--- config.mk ---
export PLATFORM = sky130hd
export DESIGN_NAME = ubx_frame_deframer
export DESIGN_NICKNAME = d
export VERILOG_FILES = /design/src/rtl/ubx_pkg.sv /design/src/rtl/ubx_parse.sv /design/src/rtl/ubx_outbuf.sv /design/src/rtl/ubx_frame_deframer.sv
export SDC_FILE = /design/constraint.sdc
export NUM_CORES = 1
export LEC_CHECK = 0
export BUFFER_PORTS_ARGS = -buffer_cell sky130_fd_sc_hd__buf_2
export CELL_PAD_IN_SITES_DETAIL_PLACEMENT = 1
export CELL_PAD_IN_SITES_GLOBAL_PLACEMENT = 1
export CORE_UTILIZATION = 50
export CTS_CLUSTER_DIAMETER = 50
export DETAILED_ROUTE_END_ITERATION = 8
export PLACE_DENSITY_LB_ADDON = 0.1
export SYNTH_ARGS = -nofsm -noshare
export SYNTH_HDL_FRONTEND = slang
export SYNTH_SLANG_ARGS = --single-unit
--- constraint.sdc ---
create_clock -name clk -period 14 [get_ports clk]
set_input_delay 2.8 -clock clk [delete_from_list [all_inputs] [get_ports clk]]
set_output_delay 2.8 -clock clk [all_outputs]
set_load 0.02 [all_outputs]
--- src/rtl/ubx_pkg.sv ---
// ----------------------------------------------------------------------------
// UBX deframer package
// Result record and fixed codes shared by the deframer modules.
// ----------------------------------------------------------------------------
package ubx_pkg;

	localparam logic [7:0] SYNC_FIRST  = 8'hB5;
	localparam logic [7:0] SYNC_SECOND = 8'h62;

	localparam logic [1:0] KIND_NONFRAME = 2'd0;
	localparam logic [1:0] KIND_PAYLOAD  = 2'd1;
	localparam logic [1:0] KIND_COMPLETE = 2'd2;
	localparam logic [1:0] KIND_PREAMBLE = 2'd3;

	typedef struct packed {
		logic [1:0]  kind;
		logic [7:0]  out_byte;
		logic [7:0]  msg_class;
		logic [7:0]  msg_id;
		logic [15:0] payload_len;
		logic [15:0] byte_index;
		logic [15:0] checksum_read;
		logic        last;
	} ubx_result_t;

endpackage

--- src/rtl/ubx_parse.sv ---
// ----------------------------------------------------------------------------
// UBX byte parser
// Frame state machine: one byte in, at most one result out per transfer.
// ----------------------------------------------------------------------------
module ubx_parse (
	input  logic                 clk,
	input  logic                 arst_n,
	input  logic                 take,
	input  logic [7:0]           data_byte,
	output logic                 res_valid,
	output ubx_pkg::ubx_result_t res
);

	localparam logic [2:0] PH_SEARCH  = 3'd0;
	localparam logic [2:0] PH_CLASS   = 3'd1;
	localparam logic [2:0] PH_ID      = 3'd2;
	localparam logic [2:0] PH_LEN_LO  = 3'd3;
	localparam logic [2:0] PH_LEN_HI  = 3'd4;
	localparam logic [2:0] PH_PAYLOAD = 3'd5;
	localparam logic [2:0] PH_CK_LO   = 3'd6;
	localparam logic [2:0] PH_CK_HI   = 3'd7;

	logic [2:0]  phase_q, phase_d;
	logic [7:0]  prev_q, prev_d;
	logic [7:0]  class_q, class_d;
	logic [7:0]  id_q, id_d;
	logic [15:0] len_q, len_d;
	logic [15:0] count_q, count_d;
	logic [7:0]  ck_lo_q, ck_lo_d;
	logic [15:0] full_len;
	logic        is_last;

	assign full_len = {data_byte, len_q[7:0]};
	assign is_last  = ({1'b0, count_q} + 17'd1) == {1'b0, len_q};

	always_comb begin
		phase_d   = phase_q;
		prev_d    = prev_q;
		class_d   = class_q;
		id_d      = id_q;
		len_d     = len_q;
		count_d   = count_q;
		ck_lo_d   = ck_lo_q;
		res_valid = 1'b0;
		res       = '0;
		if (take) begin
			unique case (phase_q)
				PH_SEARCH: begin
					res_valid = 1'b1;
					if (prev_q == ubx_pkg::SYNC_FIRST && data_byte == ubx_pkg::SYNC_SECOND) begin
						phase_d  = PH_CLASS;
						res.kind = ubx_pkg::KIND_PREAMBLE;
					end else begin
						prev_d       = data_byte;
						res.kind     = ubx_pkg::KIND_NONFRAME;
						res.out_byte = data_byte;
					end
				end
				PH_CLASS: begin
					class_d = data_byte;
					phase_d = PH_ID;
				end
				PH_ID: begin
					id_d    = data_byte;
					phase_d = PH_LEN_LO;
				end
				PH_LEN_LO: begin
					len_d   = {8'd0, data_byte};
					phase_d = PH_LEN_HI;
				end
				PH_LEN_HI: begin
					len_d   = full_len;
					count_d = '0;
					phase_d = (full_len == 16'd0) ? PH_CK_LO : PH_PAYLOAD;
				end
				PH_PAYLOAD: begin
					count_d         = count_q + 16'd1;
					if (is_last) begin
						phase_d = PH_CK_LO;
					end
					res_valid       = 1'b1;
					res.kind        = ubx_pkg::KIND_PAYLOAD;
					res.out_byte    = data_byte;
					res.msg_class   = class_q;
					res.msg_id      = id_q;
					res.payload_len = len_q;
					res.byte_index  = count_q;
					res.last        = is_last;
				end
				PH_CK_LO: begin
					ck_lo_d = data_byte;
					phase_d = PH_CK_HI;
				end
				PH_CK_HI: begin
					// drop the sync history so a trailing 0xB5 cannot pair
					phase_d           = PH_SEARCH;
					prev_d            = 8'd0;
					res_valid         = 1'b1;
					res.kind          = ubx_pkg::KIND_COMPLETE;
					res.msg_class     = class_q;
					res.msg_id        = id_q;
					res.payload_len   = len_q;
					res.checksum_read = {data_byte, ck_lo_q};
				end
			endcase
		end
	end

	always_ff @(posedge clk or negedge arst_n) begin
		if (!arst_n) begin
			phase_q <= PH_SEARCH;
			prev_q  <= 8'd0;
			class_q <= 8'd0;
			id_q    <= 8'd0;
			len_q   <= 16'd0;
			count_q <= 16'd0;
			ck_lo_q <= 8'd0;
		end else begin
			phase_q <= phase_d;
			prev_q  <= prev_d;
			class_q <= class_d;
			id_q    <= id_d;
			len_q   <= len_d;
			count_q <= count_d;
			ck_lo_q <= ck_lo_d;
		end
	end

endmodule

--- src/rtl/ubx_outbuf.sv ---
// ----------------------------------------------------------------------------
// UBX result buffer
// Output register with one skid entry; stalls the input only when both hold.
// ----------------------------------------------------------------------------
module ubx_outbuf (
	input  logic                 clk,
	input  logic                 arst_n,
	input  logic                 push,
	input  ubx_pkg::ubx_result_t push_data,
	output logic                 full,
	output logic                 out_valid,
	input  logic                 out_stall,
	output ubx_pkg::ubx_result_t out_data
);

	logic                 out_valid_q;
	logic                 skid_valid_q;
	ubx_pkg::ubx_result_t out_data_q;
	ubx_pkg::ubx_result_t skid_data_q;
	logic                 pop;

	assign pop       = out_valid_q && !out_stall;
	assign full      = skid_valid_q;
	assign out_valid = out_valid_q;
	assign out_data  = out_data_q;

	always_ff @(posedge clk or negedge arst_n) begin
		if (!arst_n) begin
			out_valid_q  <= 1'b0;
			skid_valid_q <= 1'b0;
		end else begin
			priority if (pop && skid_valid_q) begin
				out_valid_q  <= 1'b1;
				skid_valid_q <= 1'b0;
			end else if (pop || !out_valid_q) begin
				out_valid_q <= push;
			end else if (push) begin
				skid_valid_q <= 1'b1;
			end
		end
	end

	always_ff @(posedge clk) begin
		priority if (pop && skid_valid_q) begin
			out_data_q <= skid_data_q;
		end else if (pop || !out_valid_q) begin
			if (push) begin
				out_data_q <= push_data;
			end
		end else if (push) begin
			skid_data_q <= push_data;
		end
	end

endmodule

--- src/rtl/ubx_frame_deframer.sv ---
// ----------------------------------------------------------------------------
// UBX frame deframer
// Byte-stream parser that finds UBX frames and reports their parts.
// ----------------------------------------------------------------------------
// Usage:
//   Input channel: one received byte (data_byte) per transfer, in_valid /
//   in_stall. Output channel: one result record per transfer, out_valid /
//   out_stall, with fields kind, out_byte, msg_class, msg_id, payload_len,
//   byte_index, checksum_read and last.
//   Bytes outside a frame come out as non-frame bytes, the second sync byte
//   as preamble found, each payload byte with its index and last mark, and
//   the second checksum byte as frame complete. Class, id, length and the
//   first checksum byte produce no result.
//   Each result is registered in the output register, or in the skid entry
//   while the receiver stalls. Throughput: one byte per cycle while in_stall
//   is low, set by the frame state machine feeding the output register.
//   Stall: while the receiver stalls, the input keeps taking bytes until a
//   second result is waiting; that result parks in the skid entry and
//   in_stall stays high while the skid entry is occupied.
//   Reset (arst_n low): the parser returns to preamble search with a cleared
//   sync history, and both output entries are emptied.
// ----------------------------------------------------------------------------
module ubx_frame_deframer (
	input  logic        clk,
	input  logic        arst_n,
	input  logic        in_valid,
	output logic        in_stall,
	input  logic [7:0]  data_byte,
	output logic        out_valid,
	input  logic        out_stall,
	output logic [1:0]  kind,
	output logic [7:0]  out_byte,
	output logic [7:0]  msg_class,
	output logic [7:0]  msg_id,
	output logic [15:0] payload_len,
	output logic [15:0] byte_index,
	output logic [15:0] checksum_read,
	output logic        last
);

	logic                 take;
	logic                 res_valid;
	logic                 buf_full;
	ubx_pkg::ubx_result_t res;
	ubx_pkg::ubx_result_t out_data;

	// hold the input only while the skid entry is occupied
	assign in_stall = buf_full;
	assign take     = in_valid && !buf_full;

	// advance the frame state machine on every input transfer
	ubx_parse u_parse (
		.clk       (clk),
		.arst_n    (arst_n),
		.take      (take),
		.data_byte (data_byte),
		.res_valid (res_valid),
		.res       (res)
	);

	// register the result; park it in the skid entry if the receiver stalls
	ubx_outbuf u_outbuf (
		.clk       (clk),
		.arst_n    (arst_n),
		.push      (res_valid),
		.push_data (res),
		.full      (buf_full),
		.out_valid (out_valid),
		.out_stall (out_stall),
		.out_data  (out_data)
	);

	assign kind          = out_data.kind;
	assign out_byte      = out_data.out_byte;
	assign msg_class     = out_data.msg_class;
	assign msg_id        = out_data.msg_id;
	assign payload_len   = out_data.payload_len;
	assign byte_index    = out_data.byte_index;
	assign checksum_read = out_data.checksum_read;
	assign last          = out_data.last;

endmodule

==> metrics list, run 1 <==
* Chip Width: 139 um
- After detailed routing, the average wire length per cell comes to 21.2 um.
- The count of buffers added on input and output ports is 88.
- For this design, the CTS-stage hold fixing added 0 buffers.
* Via count of the first global-routing pass: 6399
- The worst setup path is launched from a primary input.
* Wire length of the first global-routing pass: 35400 um
- The die covers 19200 um^2.
- Post-CTS Repair Setup Buffers: 0
- Mean instance size in the synthesized netlist: 13.3 um^2
* Violation count after the first detailed-route iteration: 285
* Number of buffers created by CTS: 28
* Count of filler cells inserted in the layout: 1799
* Main flop type after synthesis: sky130_fd_sc_hd__edfxtp_1
* Router iterations before antenna repair: 7
- Clock tree synthesis selected as its root buffer the cell sky130_fd_sc_hd__clkbuf_16.
- Walking the worst path, the cells encountered are buf_2 > nor2b_1 > and3_1 > or2_2 > a21oi_1 > a21oi_4 > buf_4.
- Period utilisation layout: 45.5%
* Kind of cell with the highest combined delay on the critical path: simple AND/OR/NAND/NOR gates
- After synthesis, the share of cell area in mux cells is 3.12%.
* Number of antenna-violating nets in the routed design: 0
- Of all nets on the critical path, the largest fanout is 40.
- Clock period minus worst slack: 6380 ps
- Detailed-route via count: 5869
* Setup repair after global routing missed its margin: false
- H-Tree Depth: 1
- I/O pin count: 89
* Commonest cells after routing, fill and taps aside: 150 x sky130_fd_sc_hd__edfxtp_1, 88 x sky130_fd_sc_hd__buf_2, 79 x sky130_fd_sc_hd__nand2_1
- Number of placement rows: 49
- Timing would allow up to 157 MHz.
* Total routing resource utilization after global routing: 23.6%
- Power spread over the standard cell area amounts to 201 nW/um^2.
* Post-synthesis sequential area ratio: 66.7%
- Floorplan core area: 18100 um^2
- Synthesized-area fraction occupied by ao, oa, aoi and oai cells: 10.7%
- Summed negative setup slack over all endpoints: 0 ps
* Path category of the worst min-delay check: flop to flop
- Bufs and invs on worst path: 2
* Largest net degree at the start of global routing: 70
* Worst-margin pin slew: 1110 ps
- From bottom edge to top edge, the die measures 139 um.
- IR analysis of the VDD net gives a maximum drop of 0.148 mV.
* Flip-flop and latch count after synthesis: 219
- The largest individual stage delay along the critical path comes from the cell sky130_fd_sc_hd__and3_1.
- In this run the tightest slew margin relative to its limit is 25.5%.
- CTS saw 219 sinks.
* Ratio of cells with drive above 1 in the final layout: 23.3%
- In the routed layout, each cell is associated on average with a via count of 5.67.
* Number of antenna violations at the first check in global routing: 0
- The critical path is of the primary input to flop type.
- The flow ran to the end, but the final reports show violations.
- Clk_lat worst skew: 540 ps
- Slowest Stage Delay on Critical Path: 950 ps
* Number of buffers on the longest clock path: 3
- Fraction of synthesized cell area in xor and xnor cells: 1.97%
- Failing checks: design-rule violations
- Final core utilization: 59.8%
- Count of distinct cell types in the synthesized netlist: 58
- Synthesis produced 704 cells.
- Post-synthesis instance area: 9350 um^2
* Ant diodes: 0
* Post-synth top area cell: sky130_fd_sc_hd__edfxtp_1
- Post-Synthesis Net Count: 717
- Total Nets Final: 797
- After synthesis, the largest family of logic cells by area is simple AND/OR/NAND/NOR gates.
* Post-cts gate resize count: 0
- The initial utilization of the core area, before any placement, comes to 51.5%.
- Final count of hold timing violations: 0
- Endpoint kind of the worst setup timing path: flop
- Critical path required time: 14160 ps
- STA puts the critical path data arrival time at 6540 ps.
- Final Skew: 12.4 ps
* Sum of net half-perimeters after detailed placement: 13800 um
* EDFF count, synth: 150
- During synthesis, Yosys emitted a total of 0 warnings.
* # setup viols final: 0
- Top area cells in the synthesized netlist: sky130_fd_sc_hd__edfxtp_1 48%, sky130_fd_sc_hd__dfrtp_1 18%, sky130_fd_sc_hd__a21o_1 5.5%
- Across all setup checks in the final design, the least slack found is 7620 ps.
- Async SR Flop Fraction: 31.5%
* Fraction of synthesized cell area taken by the top area cell type: 48.2%
- Final count of pins violating max slew: 0
- Timing analysis after detailed placement gives a worst setup slack of 7060 ps.
- For this run, design rule violations remaining after detail routing come to 6.
- Static leakage power: 4.87 nW
- For this run the aggregate overflow at the end of global routing stands at 0.
* Sum of routed wire length over all layers: 22000 um
* Adder and majority cell fraction of the synthesized area: 0.134%
* Number of max-cap violations: 0
- Simple-gate share of the synthesized area: 14.6%
- Clock tree from TritonCTS: done
- Clock slew at reported path FFs: 60 ps
- Most common library cell in the layout ignoring fill and taps: sky130_fd_sc_hd__edfxtp_1
* Area growth, synth to finish: 16.2%
* Final weighted congestion in routability-driven placement: 0.830
## metrics by stage
step | cell area (um^2) | power (mW) | hold WS (ps) | std cells
after floorplan | 9350 | 1.30 | 471 | 704
after global placement | 9880 | 1.42 | 479 | 983
after detailed placement | 9880 | 1.46 | 487 | 983
after CTS | 10900 | 2.20 | 501 | 1035
after global routing | 10900 | 2.28 | 520 | 1035
final | 10900 | 2.18 | 496 | 1035
## worst register-to-register path: stages, from the launching register on
cell	delay, ps
sky130_fd_sc_hd__dfrtp_1	430
sky130_fd_sc_hd__nor2b_1	800
sky130_fd_sc_hd__and3_1	950
sky130_fd_sc_hd__or2_2	290
sky130_fd_sc_hd__a21oi_1	70
sky130_fd_sc_hd__a21oi_4	850
sky130_fd_sc_hd__buf_4	660
## path summary, 6_finish.rpt
| path | to | depth (start not counted) | from | slack (ps) |
|---|---|---|---|---|
| worst max register to register | u_outbuf.out_data[50] | 6 | u_outbuf.full | 9540 |
| worst max-delay path | u_outbuf.out_data[50] | 7 | in_valid | 7620 |
| worst min-delay path | u_parse.ck_lo_q[0] | 1 | u_parse.ck_lo_q[0] | 500 |
| max in group asynchronous | u_parse.class_q[3] | 2 | arst_n | 10900 |
| min in group asynchronous | u_parse.ck_lo_q[5] | 2 | arst_n | 2470 |
| worst min register to register | u_parse.ck_lo_q[0] | 1 | u_parse.ck_lo_q[0] | 500 |
## final cells by class
class                           instances  area, um^2  share of cell area (%)
Multi-Input combinational cell        438        2870                    26.5
Sequential cell                       219        6230                    57.4
Clock inverter                         19         214                    1.97
Tap cell                              229         287                    2.64
Inverter                                4        15.0                   0.138
Clock buffer                           33         762                    7.02
Timing Repair Buffer                   93         478                    4.40
## state kept, by name, indices dropped and copies added, names as in the netlist
register / cells
u_outbuf.skid_data_q: 75
u_outbuf.out_valid: 1
u_parse.ck_lo_q: 8
u_outbuf.full: 1
u_outbuf.out_data: 75
u_parse.class_q: 8
u_parse.prev_q: 8
u_parse.len_q: 16
u_parse.id_q: 8
u_parse.phase_q: 3
u_parse.count_q: 16
## Yosys cell counts (3+ instances only)
master and n:
sky130_fd_sc_hd__a21o_1 68, sky130_fd_sc_hd__a21oi_1 9, sky130_fd_sc_hd__a22o_1 12, sky130_fd_sc_hd__and2_1 69, sky130_fd_sc_hd__and3_1 3, sky130_fd_sc_hd__buf_2 3
sky130_fd_sc_hd__buf_6 8, sky130_fd_sc_hd__clkbuf_1 26, sky130_fd_sc_hd__dfrtp_1 69, sky130_fd_sc_hd__edfxtp_1 150, sky130_fd_sc_hd__inv_1 4, sky130_fd_sc_hd__mux2_2 25
sky130_fd_sc_hd__nand2_1 79, sky130_fd_sc_hd__nand2b_1 4, sky130_fd_sc_hd__nand3_1 16, sky130_fd_sc_hd__nand4_1 6, sky130_fd_sc_hd__nor2_1 27, sky130_fd_sc_hd__nor2b_1 6
sky130_fd_sc_hd__nor3_1 4, sky130_fd_sc_hd__nor4_1 3, sky130_fd_sc_hd__nor4_2 5, sky130_fd_sc_hd__o21ai_0 29, sky130_fd_sc_hd__o21ai_1 10, sky130_fd_sc_hd__o31ai_1 5
sky130_fd_sc_hd__xnor2_1 12, sky130_fd_sc_hd__xor2_1 9
## where the power goes
part / switching [mW] / internal, mW
clock network: 0.288 / 0.450
logic: 0.320 / 0.160
registers: 0.0899 / 0.875
total: 0.698 / 1.48
## cells by family after synthesis
| kind of cell | Yosys count |
|---|---|
| AND/OR/NAND/NOR | 245 |
| flip-flops | 219 |
| AO/OA/AOI/OAI | 145 |
| buffers and inverters | 47 |
| multiplexers | 26 |
| XOR/XNOR | 21 |
| adder cells (fa/ha/maj) | 1 |
## metal layers
layer  vias to the layer above  track usage [%]  share of wire (%)
li1                       2715                -                  -
met1                      3004             30.5                 42
met2                       125             41.9                 52
met3                        25             3.80                4.6
met4                         0             5.61                1.2
met5                         -                0                  0
No activity file was read; power rests on OpenSTA's default activity.
==> run 2, diff against run 1 <==
Settings changed: CORE_UTILIZATION 50 to 49.
Clock period 14 ns to 6.4 ns, I/O delays scaled along.
==> metrics list, run 2 (synthesis gave the netlist of run 1 again) <==
- Status: complete, no violations
* Endpoint kind of the worst setup timing path: flop
- The proportion of total power due to net switching came to 31.0% (-0.94 points).
- Achievable clock frequency: 263 MHz
- Critical path required time: 6610 ps (-7550 ps)
* Number of cells in the design after placement: 989 (+0.61%)
- The part of the power in combinational logic is 22.0% (about the same).
- Clk_lat worst skew: 530 ps (about the same)
- The total clock buffers created by CTS came to 27 (-3.6%).
- CTS sink cnt: 219 (unchanged)
- The number of design rule violations left after detail routing came to 0 (-6).
* Floorplan core area: 18700 um^2 (+3.1%)
* Final weighted congestion in routability-driven placement: 0.818 (-1.5%)
* Hold Crit Start: u_parse.id_q[7]
- The quantity of gates resized following cts came to 0 (unchanged).
- The final total negative setup slack came to 0 ps (unchanged).
- The pin count of the biggest net entering global routing is 75 (+7.1%).
- The number of buffers added for setup after CTS was 0 (unchanged).
* GR Overflow Total: 0 (unchanged)
* Number of buffers on the longest clock path: 3 (unchanged)
- I/O pin count: 89 (unchanged)
- The area growth from synthesis to layout is 16.2% (about the same).
* Chip Width: 140 um (+1.0%)
- Count of cells along the worst register-to-register path: 6 (unchanged)
- Number of cells in the finished layout apart from fillers: 1039 (+0.39%)
- Arrival @ worst endpoint: 4010 ps (-2530 ps)
* Detailed-route via count: 5878 (+0.15%)
- The worst setup skew after layout is 7.31 ps (-5.05 ps).
- Relative contribution of sequential cells to total power: 44.3% (about the same)
- Ant diodes: 0 (unchanged)
- Among cell families on the critical path, the largest total delay comes from simple AND/OR/NAND/NOR gates.
- TritonCTS built the clock tree.
- The depth of the worst hold-timing path came to 1 (unchanged).
- The max-slew violation total from the final report came to 0 (unchanged).
- Total Nets Final: 797 (unchanged)
- The final-report hold violation count came to 0 (unchanged).
* Setup repair after global routing missed its margin: false
- The antenna violation net count after detailed routing is 0 (unchanged).
- Slowest Stage Delay on Critical Path: 810 ps (-140 ps)
- Class of the most critical setup path: primary input to flop
- Die Ht: 140 um (+1.0%)
* Ratio of cells with drive above 1 in the final layout: 22.7% (-0.59 points)
- Worst relative slew slack: 18.6% (-7.0 points)
* Hold-fix buffers, CTS: 0 (unchanged)
- The signal on the critical path passes through buf_2 > nor2b_1 > nand2b_2 > nor3_1 > or2_2 > and3_2 > buf_12.
- Sum of net half-perimeters after detailed placement: 13200 um (-3.8%)
- The die footprint came to 19600 um^2 (+2.0%).
- Clock period minus worst slack: 3800 ps
* Clock slew at reported path FFs: 50 ps (about the same)
* Root buf cell: sky130_fd_sc_hd__clkbuf_16
- Start point of the critical path: in_valid
- Wire length of the first global-routing pass: 34300 um (-3.0%)
- Violation count after the first detailed-route iteration: 244 (-14%)
* Summed area of non-filler cells in the final layout: 10900 um^2 (about the same)
- The average vias per placed instance came to 5.66 (-0.23%).
* Router iterations before antenna repair: 5 (-2)
- Setup crit start kind: primary input
- Largest fanout of any net on the critical path: 41 (+2.5%)
- Power density over cell area: 437 nW/um^2 (+120%)
* Sum of routed wire length over all layers: 21100 um (-4.0%)
- The number of levels the H-tree was split into came to 1 (unchanged).
- Placed Instance Area: 9910 um^2 (+0.27%)
- Highest-delay cell along the critical path: sky130_fd_sc_hd__and3_2
- The clock share of power is 33.6% (-0.2 points).
- Path category of the worst min-delay check: flop to flop
- The leakage power figure was 4.88 nW (+0.15%).
- Internal power summed over all cells: 3.28 mW (+120%)
* Worst hold slack: 496 ps (-0.295 ps)
- The starting utilization of the core area came to 50.0% (-1.5 points).
- The worst path uses 59.4% of the clock period.
* DR WL/cell: 20.3 um (-4.4%)
- Number of placement rows: 50 (+2.0%)
* Net Sw Power: 1.47 mW (+110%)
- Number of port buffers: 88 (unchanged)
- The initial antenna violation count was 1 (+1).
- Worst reg2reg path startpoint: u_outbuf.full
- The number of global-route vias before repair was 6266 (-2.1%).
* Worst voltage drop across the vdd grid: 0.201 mV (+36%)
- Count of filler cells inserted in the layout: 1853 (+3.0%)
* Number of max-cap violations: 0 (unchanged)
- Commonest cells after routing, fill and taps aside: 150 x sky130_fd_sc_hd__edfxtp_1, 88 x sky130_fd_sc_hd__buf_2, 79 x sky130_fd_sc_hd__nand2_1
- The combined buffer and inverter count along the critical path is 2 (unchanged).
- Worst-margin pin slew: 1220 ps (+107 ps)
- Total routing resource utilization after global routing: 22.5% (-1.1 points)
- Critical path depth in cells: 7 (unchanged)
- # setup viols final: 0 (unchanged)
- The library cell used most frequently in the layout, excluding fill and tap cells, is sky130_fd_sc_hd__edfxtp_1.
[run 2: cell count changes in the layout (fill, tap and decap cells not counted), moves of 4 or more]
cell,before,now
sky130_fd_sc_hd__clkinv_4,4,0
sky130_fd_sc_hd__clkinvlp_4,5,1
sky130_fd_sc_hd__inv_6,0,4
sky130_fd_sc_hd__clkbuf_1,3,8
[run 2: area by class of cell]
| class | count | area (um^2) | area share [%] |
|---|---|---|---|
| inverter | 4 | 15.0 | 0.138 |
| sequential | 219 | 6230 | 57.4 |
| multi-input combinational | 438 | 2870 | 26.4 |
| clock inverter | 12 | 183 | 1.68 |
| clock buffer | 38 | 769 | 7.08 |
| tap | 234 | 293 | 2.70 |
| timing repair buffer | 94 | 498 | 4.58 |
[run 2: metrics by stage]
| stage | total power [mW] | utilization [%] | worst slack (ps) |
|---|---|---|---|
| floorplan | 2.85 | - | 106 |
| global placement | 3.13 | 53.0 | 2210 |
| detailed placement | 3.19 | 53.0 | 2030 |
| CTS | 4.80 | 58.1 | 2590 |
| global route | 4.96 | 58.1 | 2330 |
| finish | 4.75 | 58.1 | 2600 |
[run 2: power by group through the flow]
stage / logic (mW) / registers (mW) / clock network [mW]
2_1_floorplan: 0.559 / 2.29 / 0
3_3_place_gp: 1.02 / 2.11 / 0
3_5_place_dp: 1.06 / 2.13 / 0
4_1_cts: 1.07 / 2.11 / 1.62
5_1_grt: 1.15 / 2.14 / 1.67
6_report: 1.05 / 2.11 / 1.60
[run 2: path summary, 6_finish.rpt]
path | slack [ps] | endpoint
worst max-delay path | 2600 | u_outbuf.skid_data_q[19]
worst min-delay path | 500 | u_parse.id_q[7]
worst max register to register | 3010 | u_outbuf.skid_data_q[19]
worst min register to register | 500 | u_parse.id_q[7]
max in group asynchronous | 4820 | u_parse.id_q[7]
min in group asynchronous | 940 | u_parse.ck_lo_q[3]
[run 2: metal layers]
| metal | track usage [%] | wire, um |
|---|---|---|
| met5 | 0 | 0 |
| met4 | 7.06 | 560 |
| met3 | 2.77 | 649 |
| met2 | 39.7 | 10800 |
| met1 | 29.0 | 9110 |
==> run 3, diff against run 2 <==
Settings changed: ABC_AREA set to 1, CORE_UTILIZATION 49 to 47.
Clock period 6.4 ns to 3.73 ns, I/O delays scaled along.
==> metrics list, run 3 <==
* Status: complete, no violations
- Flip-flop and latch count after synthesis: 219 (unchanged)
* Summed negative setup slack over all endpoints: 0 ps (unchanged)
- Fraction of synthesized cell area taken by the top area cell type: 48.0% (-0.22 points)
* Post-CTS Repair Setup Buffers: 0 (unchanged)
- Combinational fraction of design power: 19.1% (-2.9 points)
- Number of antenna-violating nets in the routed design: 0 (unchanged)
* Critical path required time: 3910 ps (-2700 ps)
* Clk pwr share: 35.2% (+1.6 points)
- Violation count after the first detailed-route iteration: 477 (+95%)
* Most common library cell in the layout ignoring fill and taps: sky130_fd_sc_hd__nand2_1
- The async set-or-reset flop fraction in the synthesized netlist was 31.5% (unchanged).
- Hold-fix buffers, CTS: 0 (unchanged)
- The average vias per placed instance is 5.34 (-5.7%).
* Start point of the critical path: u_outbuf.full
- Final weighted congestion in routability-driven placement: 0.862 (+5.5%)
* Initial core utilization: 48.1% (-1.9 points)
* Arrival @ worst endpoint: 2460 ps (-1550 ps)
- Number of buffers on the longest clock path: 3 (unchanged)
* Switching portion of total power: 30.9% (-0.11 points)
* Sum of net half-perimeters after detailed placement: 15700 um (+19%)
* Setup slack, reg-to-reg: 1450 ps (-1560 ps)
- The number of warnings issued by yosys came to 0 (unchanged).
- Number of buffers created by CTS: 27 (unchanged)
- The maximum ir drop on the vdd rail is 0.428 mV (+110%).
* Setup crit start kind: flop
* Number of placement rows: 51 (+2.0%)
- Net Sw Power: 2.24 mW (+52%)
- Achievable clock frequency: 439 MHz
- Root buf cell: sky130_fd_sc_hd__clkbuf_16
- The total design power was 7.25 mW (+53%).
* Largest net degree at the start of global routing: 77 (+2.7%)
- The count of maximum capacitance violations was 0 (unchanged).
* Die Ht: 143 um (+2.3%)
- The net count reported at finish is 1016 (+27%).
- Clock period minus worst slack: 2280 ps
* Post-synthesis sequential area ratio: 66.3% (-0.31 points)
* Top layer used by detailed routing: met4
- The netlist area before placement is 9390 um^2 (+0.47%).
- The register share of total power is 45.7% (+1.4 points).
- Ant diodes: 0 (unchanged)
- Final core utilization: 56.4% (-1.7 points)
- The maximum fanout along the worst path came to 41 (unchanged).
- The post-synthesis net count is 923 (+29%).
- The final worst slack came to 1450 ps (-1150 ps).
* Post-synth top area cell: sky130_fd_sc_hd__edfxtp_1
* Final count of pins violating max slew: 0 (unchanged)
- H-Tree Depth: 1 (unchanged)
- The final critical path takes up 61.1% of the cycle.
- The routed length on met1 came to 10800 um (+19%).
- Post-cts gate resize count: 0 (unchanged)
- Number of antenna violations at the first check in global routing: 0 (-1)
* Main flop type after synthesis: sky130_fd_sc_hd__edfxtp_1
- Worst reg2reg path startpoint: u_outbuf.full
* Wire length on met2: 11300 um (+4.9%)
- The clock sink total is 219 (unchanged).
* Count of filler cells inserted in the layout: 2230 (+20%)
* Wire length of the first global-routing pass: 37600 um (+9.6%)
- The actual slew at the worst max-slew pin came to 1030 ps (-188 ps).
- The share of cells above drive strength 1 came to 17.5% (-5.3 points).
* DRC viols: 0 (unchanged)
- The CTS clock-pin slew for the worst setup and hold paths is 60 ps (about the same).
- Via count of the first global-routing pass: 6980 (+11%)
* Top area cells in the synthesized netlist: sky130_fd_sc_hd__edfxtp_1 48%, sky130_fd_sc_hd__dfrtp_1 18%, sky130_fd_sc_hd__nand2_1 7.9%
- From synthesis to final layout, the design area changed by 17.2%.
- Clk_lat worst skew: 540 ps (about the same)
* EDFF count, synth: 150 (unchanged)
- Most frequent cell after synthesis: sky130_fd_sc_hd__nand2_1
* Static leakage power: 4.70 nW (-3.7%)
- Ranked by instance count, the synthesized netlist is headed by 197 x sky130_fd_sc_hd__nand2_1, 150 x sky130_fd_sc_hd__edfxtp_1, 117 x sky130_fd_sc_hd__o21ai_0.
- Mean instance size in the synthesized netlist: 10.3 um^2 (-22%)
- Class of the most critical setup path: flop to flop
- Routed wl met3: 1060 um (+64%)
- The post-place setup slack was 1100 ps (-926 ps).
* DIE AREA: 20600 um^2 (+4.7%)
* Number of port buffers: 88 (unchanged)
* Clock tree from TritonCTS: done
- STA classifies the critical path endpoint as a flop.
- Floorplan core area: 19500 um^2 (+4.4%)
- DR WL/cell: 18.3 um (-9.8%)
- The number of distinct standard cells referenced by the synthesized netlist came to 36 (-38%).
- Worst relative slew slack: 30.8% (+12 points)
- Final Skew: 14.3 ps (+6.95 ps)
- The overall track demand over capacity in global routing came to 24.0% (+1.5 points).
- The vias after detailed routing is 6879 (+17%).
- The total wirelength of the detailed-routed design is 23600 um (+12%).
- GR Overflow Total: 0 (unchanged)
* Worst hold slack: 418 ps (-77.6 ps)
- The power density normalized to cell area is 659 nW/um^2 (+51%).
- The instance count of the mapped netlist is 910 (+29%).
- Path category of the worst min-delay check: primary input to asynchronous set/reset pin
- Internal power summed over all cells: 5.01 mW (+53%)
- The number of failing setup endpoints in the final timing report came to 0 (unchanged).
- Final count of hold timing violations: 0 (unchanged)
- The I/O pin count was 89 (unchanged).
- Commonest cells after routing, fill and taps aside: 197 x sky130_fd_sc_hd__nand2_1, 150 x sky130_fd_sc_hd__edfxtp_1, 117 x sky130_fd_sc_hd__o21ai_0
* Chip Width: 143 um (+2.3%)
- Setup repair after global routing left no endpoint under its margin.
- The number of optimization iterations in the first detailed-route pass came to 5 (unchanged).
==> run 3: per-layer routing <==
metal  global-route usage, %  vias up
met4                    6.61        0
met3                    3.50       31
met5                       0        -
met2                    39.0      161
met1                    33.7     3423
li1                        -     3264
==> run 3: path summary, 6_finish.rpt <==
| check | endpoint | cells past startpoint |
|---|---|---|
| max | u_outbuf.skid_data_q[22] | 8 |
| min in group clk | u_parse.id_q[3] | 2 |
| max reg2reg | u_outbuf.skid_data_q[22] | 8 |
| max in group asynchronous | u_parse.class_q[6] | 2 |
| min reg2reg | u_parse.id_q[3] | 2 |
| min | u_parse.ck_lo_q[4] | 2 |
==> run 3: cell type report <==
type / instances / area (um^2) / share of cell area (%)
multi-input cells: 571 / 2720 / 24.7
clock buffers: 32 / 694 / 6.31
well taps: 265 / 332 / 3.01
inverters: 87 / 327 / 2.97
flip-flops and latches: 219 / 6230 / 56.6
repair buffers: 97 / 520 / 4.73
clock inverters: 18 / 184 / 1.67
==> run 3: logic make-up after synthesis <==
family	after synthesis	share of synthesized area (%)
adders and majority gates	1	0.133
buffers and inverters	120	4.90
and+or+nand+nor	414	19.6
AOI/OAI and AO/OA	153	8.54
DFF	219	66.3
xor gates and xnor gates	3	0.440
==> run 3: power groups by stage <==
stage	logic (mW)	registers, mW	clock network (mW)
CTS	1.41	3.32	2.60
global route	1.52	3.36	2.68
detailed placement	1.40	3.36	0
floorplan	0.513	3.72	0
global placement	1.36	3.35	0
finish	1.38	3.31	2.56
==> run 3: metrics by stage <==
step | cells | cell area [um^2]
floorplan | 910 | 9400
global placement | 1239 | 10100
detailed placement | 1239 | 10100
CTS | 1289 | 11000
global route | 1289 | 11000
finish | 1289 | 11000
==> run 3: worst max-delay path: stages (launching register included) <==
cell and delay [ps]:
sky130_fd_sc_hd__dfrtp_1 400, sky130_fd_sc_hd__inv_1 120, sky130_fd_sc_hd__nand2_4 90, sky130_fd_sc_hd__nor2_1 180, sky130_fd_sc_hd__inv_1 110, sky130_fd_sc_hd__o21ai_0 250
sky130_fd_sc_hd__inv_1 140, sky130_fd_sc_hd__nor2_4 110, sky130_fd_sc_hd__buf_4 490
